## src/ramr_pkg.sv

```systemverilog
// ----------------------------------------------------------------------------
// ramr_pkg
// Types and constants of the rational add/multiply/reduce block.
// ----------------------------------------------------------------------------
`default_nettype none
package ramr_pkg;
    localparam int WORD_BITS_DEF = 64;

    localparam logic OP_ADD = 1'b0;
    localparam logic OP_MUL = 1'b1;

    typedef enum logic [4:0] {
        ST_IDLE,
        ST_MUL_N,
        ST_MUL_D,
        ST_G1_START,
        ST_G1_WAIT,
        ST_Q1_START,
        ST_Q1_WAIT,
        ST_Q2_START,
        ST_Q2_WAIT,
        ST_MX,
        ST_MY,
        ST_MD,
        ST_SUM,
        ST_G2_START,
        ST_G2_WAIT,
        ST_RN_START,
        ST_RN_WAIT,
        ST_RD_START,
        ST_RD_WAIT,
        ST_OUT
    } state_t;

    // Request to the shared divide/gcd unit.
    typedef struct packed {
        logic start;
        logic is_gcd;
    } du_ctl_t;
endpackage
`default_nettype wire

```

## src/ramr_divgcd.sv

```systemverilog
// ----------------------------------------------------------------------------
// ramr_divgcd
// Shared restoring divider, one quotient bit a cycle; in gcd mode runs the
// Euclidean remainder loop on the same divider.
// ----------------------------------------------------------------------------
`default_nettype none
module ramr_divgcd
    import ramr_pkg::*;
#(
    parameter int W = WORD_BITS_DEF
) (
    input  wire logic         clk,
    input  wire logic         rst_n,
    input  wire du_ctl_t      ctl,
    input  wire logic [W-1:0] a,
    input  wire logic [W-1:0] b,
    output logic              done,
    output logic [W-1:0]      res
);
    localparam int CW = $clog2(W + 1);

    logic          busy_reg, busy_next;
    logic          gcd_reg, gcd_next;
    logic          div_reg, div_next;
    logic [W-1:0]  x_reg, x_next;
    logic [W-1:0]  y_reg, y_next;
    logic [W-1:0]  q_reg, q_next;
    logic [W-1:0]  r_reg, r_next;
    logic [W-1:0]  d_reg, d_next;
    logic [CW-1:0] cnt_reg, cnt_next;
    logic          xbig_reg, xbig_next;
    logic          done_reg, done_next;
    logic [W-1:0]  res_reg, res_next;
    logic [W:0]    trial;
    logic [W-1:0]  rsh;

    assign done = done_reg;
    assign res  = res_reg;
    assign rsh  = {r_reg[W-2:0], q_reg[W-1]};
    assign trial = {r_reg, q_reg[W-1]} - {1'b0, d_reg};

    always_comb
    begin
        busy_next = busy_reg;
        gcd_next  = gcd_reg;
        div_next  = div_reg;
        x_next    = x_reg;
        y_next    = y_reg;
        q_next    = q_reg;
        r_next    = r_reg;
        d_next    = d_reg;
        cnt_next  = cnt_reg;
        xbig_next = xbig_reg;
        done_next = 1'b0;
        res_next  = res_reg;
        if (ctl.start)
        begin
            busy_next = 1'b1;
            gcd_next  = ctl.is_gcd;
            div_next  = 1'b0;
            x_next    = a;
            y_next    = b;
            if (!ctl.is_gcd)
            begin
                // plain quotient a / b
                div_next = 1'b1;
                q_next   = a;
                r_next   = '0;
                d_next   = b;
                cnt_next = CW'(W);
            end
        end
        else if (busy_reg && div_reg)
        begin
            if (!trial[W])
            begin
                r_next = trial[W-1:0];
                q_next = {q_reg[W-2:0], 1'b1};
            end
            else
            begin
                r_next = rsh;
                q_next = {q_reg[W-2:0], 1'b0};
            end
            cnt_next = cnt_reg - 1'b1;
            if (cnt_reg == CW'(1))
            begin
                div_next = 1'b0;
                if (gcd_reg)
                begin
                    if (xbig_reg)
                        x_next = trial[W] ? rsh : trial[W-1:0];
                    else
                        y_next = trial[W] ? rsh : trial[W-1:0];
                end
                else
                begin
                    busy_next = 1'b0;
                    done_next = 1'b1;
                    res_next  = (d_reg == '0) ? '0
                              : (trial[W] ? {q_reg[W-2:0], 1'b0} : {q_reg[W-2:0], 1'b1});
                end
            end
        end
        else if (busy_reg)
        begin
            // gcd step: finish or launch a remainder
            if (x_reg == '0 || y_reg == '0)
            begin
                busy_next = 1'b0;
                done_next = 1'b1;
                res_next  = (x_reg == '0) ? y_reg : x_reg;
            end
            else
            begin
                div_next  = 1'b1;
                xbig_next = x_reg > y_reg;
                q_next    = (x_reg > y_reg) ? x_reg : y_reg;
                d_next    = (x_reg > y_reg) ? y_reg : x_reg;
                r_next    = '0;
                cnt_next  = CW'(W);
            end
        end
    end

    always_ff @(posedge clk or negedge rst_n)
    begin
        if (!rst_n)
        begin
            busy_reg <= 1'b0;
            div_reg  <= 1'b0;
            done_reg <= 1'b0;
            cnt_reg  <= '0;
        end
        else
        begin
            busy_reg <= busy_next;
            div_reg  <= div_next;
            done_reg <= done_next;
            cnt_reg  <= cnt_next;
        end
    end

    always_ff @(posedge clk)
    begin
        gcd_reg  <= gcd_next;
        x_reg    <= x_next;
        y_reg    <= y_next;
        q_reg    <= q_next;
        r_reg    <= r_next;
        d_reg    <= d_next;
        xbig_reg <= xbig_next;
        res_reg  <= res_next;
    end
endmodule
`default_nettype wire

```

## config.mk

```make
export PLATFORM = sky130hd
export DESIGN_NAME = ramr_divgcd
export DESIGN_NICKNAME = d
export VERILOG_FILES = /design/src/ramr_pkg.sv /design/src/ramr_divgcd.sv
export SDC_FILE = /design/constraint.sdc
export NUM_CORES = 1
export LEC_CHECK = 0
export BUFFER_PORTS_ARGS = -buffer_cell sky130_fd_sc_hd__clkbuf_2
export CAP_MARGIN = 10
export CELL_PAD_IN_SITES_DETAIL_PLACEMENT = 0
export CELL_PAD_IN_SITES_GLOBAL_PLACEMENT = 2
export CORE_ASPECT_RATIO = 0.9
export CORE_MARGIN = 3
export CORE_UTILIZATION = 42
export DETAILED_ROUTE_END_ITERATION = 10
export GPL_ROUTABILITY_DRIVEN = 0
export PLACE_DENSITY = 0.94
export SLEW_MARGIN = 20
export SYNTH_ARGS = -nofsm -noshare
export SYNTH_HDL_FRONTEND = slang
export SYNTH_SLANG_ARGS = --single-unit
```

## constraint.sdc

```tcl
create_clock -name clk -period 13.3 [get_ports clk]
set_input_delay 1.33 -clock clk [delete_from_list [all_inputs] [get_ports clk]]
set_output_delay 1.33 -clock clk [all_outputs]
set_load 0.02 [all_outputs]
```

==> flow_summary.yaml, run 1 <==
cells_and_area:
  stdcell_count: 3528
  num_antenna_cells: 0
  drive_above_1_share_pct: 11.5
  syn_to_final_growth_pct: 12.0
  num-nets-final: 2992
synth:
  synth.distinct_cells: 74
  synth_area_leaders: "edfxtp_1 (47%), ha_1 (6.5%), a21oi_1 (4.9%)"
  syn_area_per_cell_um2: 9.47
  yosysTopAreaCell: "edfxtp_1"
  synth_cells: 2625
  synthesis.area_mm2: 0.0249
  synth_nets: 2888
  synthArstFlopShare_pct: 2.53
  synthTopCellsByCount: "edfxtp_1 (386), nand2_1 (264), a21oi_1 (243), o21ai_0 (243), nor2_1 (225)"
  synth_warnings: 0
  yosys_register_bits: 396
  yosysSeqAreaShare_pct: 47.6
  synth-main-ff-cell: "edfxtp_1"
  synth_edf_count: 386
  synth.most_common_cell: "edfxtp_1"
  synth_top_area_share_pct: 46.6
sta:
  worstMarginPinSlew_ns: 1.16
  finalCriticalPeriod_ns: 5.22
  hold_ws_ns: 0.540
  post-route-period-util_pct: 39.3
  fin_worst_skew_ns: 0.0272
  slew_headroom_pct: 22.5
  rsz0062_at_grt: "no"
  finalSetupTns_ns: 0
  slew_viol_final: 0
  setup_viol: 0
  finalHoldViolCount: 0
  fmax_ghz: 0.192
grt:
  use_met3_pct: 3.66
  grt_util_all_layers_pct: 25.8
  gr-usage-met1_pct: 37.8
  grt_pass1_wl_um: 127000
  grt_pass1_vias: 20994
  grt_busiest_layer: "met2"
  met2_usage_pct: 40.3
  antenna_found_initial: 1
  grt_max_degree: 112
  grt.overflow.total: 0
run_status:
  outcome: "complete, no violations"
job:
  drv_cap: 0
detailed_routing:
  post-route-drc-count: 0
  drtIter0Drc: 2440
  num_vias: 21647
  drt-total-wl_um: 83000
  drtAntennaViolNets: 0
  drt-wirelength-per-cell_um: 23.5
  drt-pass1-iter-count: 5
  via_per_inst: 6.14
worst_setup_path:
  arrival_ns: 5.51
  crit_fanout: 77
  cpMostUsedCell: "buf_4"
  start_kind: "flip-flop"
  crit_path_cell_trace: "inv_1, ha_1, and4_1, nand2_1, nor3_1, nand4_1, or4_2, buf_4, nand2_2, clkinv_1, buf_4, o21ai_0, mux2i_1"
  crit_type: "flip-flop to flip-flop"
  cp_top_family: "simple AND/OR/NAND/NOR gates"
  path_buf_inv: 4
  required_ns: 13.59
  critPathCaptureType: "flip-flop"
  slowest_delay_ns: 0.73
  crit_path_top_delay_cell: "or4_2"
cts:
  cts_buffers: 45
  cts_tree: "done"
  clk_pin_slew_ns: 0.06
  cts-root-buf: "clkbuf_16"
  cts_resized: 0
  cts_setup_buffers: 0
  cts.htree.levels: 2
  cts_hold_buffers: 0
  insertion_delay_ns: 0.59
  clkSinkCount: 396
  clockBufferDepth: 3
floorplanning:
  dieArea_mm2: 0.0622
  row_count: 83
  die_width_um: 262
  die_y_um: 237
  start_util_pct: 43.0
  core_area_mm2: 0.0578
  io_pins: 197
min_path:
  min_path_type: "flip-flop to flip-flop"
placed_design:
  port_buffers: 196
  dp.cells: 3447
  dpl.hpwl_um: 57400
power_and_ir_drop:
  p_leak_nw: 11.3
  power_density_mw_per_mm2: 160
  ir_drop_v: 0.0000826
report_power, final:
group          switching [mW]  internal (mW)
clock network           0.531          0.700
registers               0.161           1.60
logic                   0.938          0.531
total                    1.63           2.83
per-stage QoR:
step	total power, mW	instance area (µm²)	utilization, %	setup WS [ns]
2_1_floorplan	2.78	24900	-	7.16
3_3_place_gp	3.20	26400	45.7	8.29
3_5_place_dp	3.22	26400	45.7	8.24
4_1_cts	4.46	27800	48.1	8.21
5_1_grt	4.69	27800	48.1	7.91
6_report	4.46	27800	48.1	8.08
routing by layer:
layer	vias to the layer above	routed length [µm]
met1	10630	37800
met3	103	6370
met5	-	13
met2	963	36900
met4	2	1860
li1	9949	-
worst paths after layout:
kind                            cells past startpoint    endpoint  slack [ns]       start
worst max register to register                     13   d_reg[33]        8.08   y_reg[44]
min in group asynchronous                           1        done        0.62       rst_n
max in group asynchronous                           1  cnt_reg[4]       12.45       rst_n
worst min register to register                      1  cnt_reg[0]        0.54  cnt_reg[0]
worst max-delay path                               13   d_reg[33]        8.08   y_reg[44]
worst min-delay path                                1  cnt_reg[0]        0.54  cnt_reg[0]
worst register-to-register path: stages (launching register included):
cell and delay [ns]:
edfxtp_1 0.51, inv_1 0.10, ha_1 0.27, and4_1 0.25, nand2_1 0.11, nor3_1 0.70, nand4_1 0.48, or4_2 0.73
buf_4 0.45, nand2_2 0.24, clkinv_1 0.27, buf_4 0.37, o21ai_0 0.34, mux2i_1 0.11
final cells by class:
type / instances / area [µm²]
Sequential cell: 396 / 11800
Clock buffer: 59 / 1250
Inverter: 162 / 618
Timing Repair Buffer: 219 / 1170
Fill cell: 5424 / 30000
Tap cell: 765 / 957
Multi-Input combinational cell: 1905 / 11800
Clock inverter: 22 / 168
layout by cell type (no fill, tap or decap), types with 39 or more instances in the layout:
master,count
clkbuf_16,47
nand4_1,40
edfxtp_1,386
a21oi_1,243
nor3_1,58
xnor2_1,41
clkbuf_2,195
a21o_1,100
ha_1,130
inv_1,159
a311oi_1,41
nor2_1,224
nand2_1,262
a31oi_1,39
mux2i_1,83
nor4_1,51
nand3_1,101
o21ai_0,241
logic make-up after synthesis:
family          count (synthesis)  synth area share (%)
mux                            86                  3.48
fa+ha+maj                     131                  6.62
xor+xnor                       58                  2.04
compound gates                810                  20.0
simple gates                  820                  15.1
flops                         396                  47.6
buf+inv                       324                  5.13
Note: power is estimated with default switching activity, not from simulation.
==> run 2, diff against run 1 <==
--- a/config.mk
+++ b/config.mk
@@ -5,16 +5,17 @@
 export SDC_FILE = /design/constraint.sdc
 export NUM_CORES = 1
 export LEC_CHECK = 0
+export ABC_AREA = 1
 export BUFFER_PORTS_ARGS = -buffer_cell sky130_fd_sc_hd__clkbuf_2
 export CAP_MARGIN = 10
 export CELL_PAD_IN_SITES_DETAIL_PLACEMENT = 0
 export CELL_PAD_IN_SITES_GLOBAL_PLACEMENT = 2
 export CORE_ASPECT_RATIO = 0.9
 export CORE_MARGIN = 3
-export CORE_UTILIZATION = 42
+export CORE_UTILIZATION = 36
 export DETAILED_ROUTE_END_ITERATION = 10
 export GPL_ROUTABILITY_DRIVEN = 0
-export PLACE_DENSITY = 0.94
+export PLACE_DENSITY = 0.89
 export SLEW_MARGIN = 20
 export SYNTH_ARGS = -nofsm -noshare
 export SYNTH_HDL_FRONTEND = slang
==> constraint.sdc (replaced) <==
create_clock -name clk -period 5.46 [get_ports clk]
set_input_delay 0.546 -clock clk [delete_from_list [all_inputs] [get_ports clk]]
set_output_delay 0.546 -clock clk [all_outputs]
set_load 0.02 [all_outputs]
==> run 2 against run 1 <==
Effect of this change:
- clock skew shrank 0.011 ns
- sequential power grew to 3.5 times the previous value
- non-clock buffer count up 6
- highest routed layer is now met4
- hold slack got worse by 0.35 ns
- critical path type unchanged
- first-iteration DRC count increased by 3.1%
==> flow_summary.yaml, run 2 <==
run_status:
  outcome: "complete, no violations"
placed_design:
  dpl.hpwl_um: 81700
  placed_cell_area_mm2: 0.0309
  port_buffers: 196
detailed_routing:
  via_per_inst: 5.14
  drt-total-wl_um: 108000
  drt-pass1-iter-count: 6
  drtIter0Drc: 2516
  drtAntennaViolNets: 0
  num_vias: 26272
  post-route-drc-count: 0
  drt-wirelength-per-cell_um: 21.1
cells_and_area:
  num-nets-final: 4305
  fin_area_mm2: 0.0323
  drive_above_1_share_pct: 11.8
  syn_to_final_growth_pct: 11.7
  final_common_cell: "nand2_1"
  layout_common_cells: "nand2_1 (1412), inv_1 (599), nand3_1 (445)"
worst_setup_path:
  critPathCaptureType: "flip-flop"
  crit_fanout: 61
  required_ns: 5.77
  start_kind: "flip-flop"
  arrival_ns: 4.14
  slowest_delay_ns: 0.61
  crit_path_cell_trace: "ha_1, fa_1, inv_1, nand2_1, nand2_1, nand3_2, nand2_4, nand2_2, nand2_2, nand2_2, nand2_4, nand2_4, nand3_4, buf_4, nand3_1, nand3_2, nand2_1"
  crit_type: "flip-flop to flip-flop"
  crit_path_top_delay_cell: "buf_4"
  path_buf_inv: 2
  cp_top_family: "simple AND/OR/NAND/NOR gates"
synth:
  yosysTopAreaCell: "edfxtp_1"
  synth_cells: 3908
  synth_edf_count: 386
  synth.distinct_cells: 47
  synthTopCellsByCount: "nand2_1 (1417), inv_1 (602), nand3_1 (445)"
  synth_top_area_share_pct: 40.0
  synth.most_common_cell: "nand2_1"
  yosys_register_bits: 396
  synthArstFlopShare_pct: 2.53
  synthesis.area_mm2: 0.0289
  syn_area_per_cell_um2: 7.41
  yosysSeqAreaShare_pct: 40.9
  synth_nets: 4171
  synth_warnings: 0
  synth-main-ff-cell: "edfxtp_1"
  synth_area_leaders: "edfxtp_1 (40%), nand2_1 (18%), inv_1 (7.8%)"
sta:
  setup_viol: 0
  slew_viol_final: 0
  fin_worst_skew_ns: 0.0163
  finalHoldViolCount: 0
  fmax_ghz: 0.261
  finalSetupTns_ns: 0
  slew_headroom_pct: 22.9
  worstMarginPinSlew_ns: 1.16
  finalCriticalPeriod_ns: 3.83
  hold_ws_ns: 0.187
  rsz0062_at_grt: "no"
  post-route-period-util_pct: 70.1
power_and_ir_drop:
  power_density_mw_per_mm2: 762
  p_leak_nw: 16.5
  fin_total_pwr_mw: 24.6
  ir_drop_v: 0.000764
grt:
  grt.overflow.total: 0
  grt_pass1_wl_um: 159000
  grt_max_degree: 130
  grt_util_all_layers_pct: 25.0
  antenna_found_initial: 2
  grt_pass1_vias: 24929
floorplanning:
  core_area_mm2: 0.0788
  die_width_um: 305
  row_count: 97
  dieArea_mm2: 0.0838
  io_pins: 197
  start_util_pct: 36.7
  die_y_um: 275
job:
  drv_cap: 0
cts:
  cts_setup_buffers: 0
  insertion_delay_ns: 0.57
  cts_hold_buffers: 1
  cts.htree.levels: 2
  cts_resized: 0
  clockBufferDepth: 3
  clk_pin_slew_ns: 0.06
  cts_tree: "done"
  cts-root-buf: "clkbuf_16"
  clkSinkCount: 396
  cts_buffers: 44
min_path:
  min_path_type: "input port to flip-flop"
## run 2: report_power, final
group / switching [mW] / internal (mW) / total (mW)
Combinational: 11.0 / 4.50 / 15.5
Sequential: 0.881 / 5.23 / 6.11
Clock: 1.31 / 1.71 / 3.02
Total: 13.2 / 11.4 / 24.6
## run 2: logic make-up after synthesis
kind of cell | synth area share, %
buffers and inverters | 10.4
and+or+nand+nor | 36.7
xor gates and xnor gates | 0.938
DFF | 40.9
adders and majority gates | 5.69
AOI/OAI and AO/OA | 5.37
## run 2: final timing paths
| check | start | to | slack (ns) | depth (start not counted) |
|---|---|---|---|---|
| worst max-delay path | d_reg[0] | x_reg[15] | 1.63 | 17 |
| worst min-delay path | ctl[0] | gcd_reg | 0.19 | 1 |
| worst max register to register | d_reg[0] | x_reg[15] | 1.63 | 17 |
| worst min register to register | div_reg | div_reg | 0.51 | 2 |
| max in group asynchronous | rst_n | busy_reg | 4.80 | 2 |
| min in group asynchronous | rst_n | cnt_reg[2] | 0.43 | 2 |
## run 2: final cells by class
class	instances	area, µm²
fillers	8258	46400
inverters	616	2320
flip-flops and latches	396	11800
well taps	1039	1300
multi-input cells	2759	14200
clock inverters	22	195
diodes	1	2.50
repair buffers	225	1280
clock buffers	58	1210
## run 2: per-stage QoR
stage / utilization, % / std cells / setup slack, ns
floorplan: - / 3908 / 0.268
global placement: 39.2 / 5034 / 1.70
detailed placement: 39.2 / 5034 / 1.71
CTS: 41.0 / 5115 / 1.69
global route: 41.0 / 5115 / 1.44
finish: 41.0 / 5116 / 1.63
## run 2: per-layer routing
metal  GRT usage [%]  wire length [µm]
met3            3.93              7400
met1            34.5             48100
met2            40.9             49800
met4            6.53              2840
met5               0                 0
## run 2: worst reg2reg max path, delay by kind of cell (launching register included)
| kind | cells | cell delay [ns] |
|---|---|---|
| DFF | 1 | 0.43 |
| buffers and inverters | 2 | 0.73 |
| and+or+nand+nor | 13 | 1.61 |
| adders and majority gates | 2 | 0.80 |
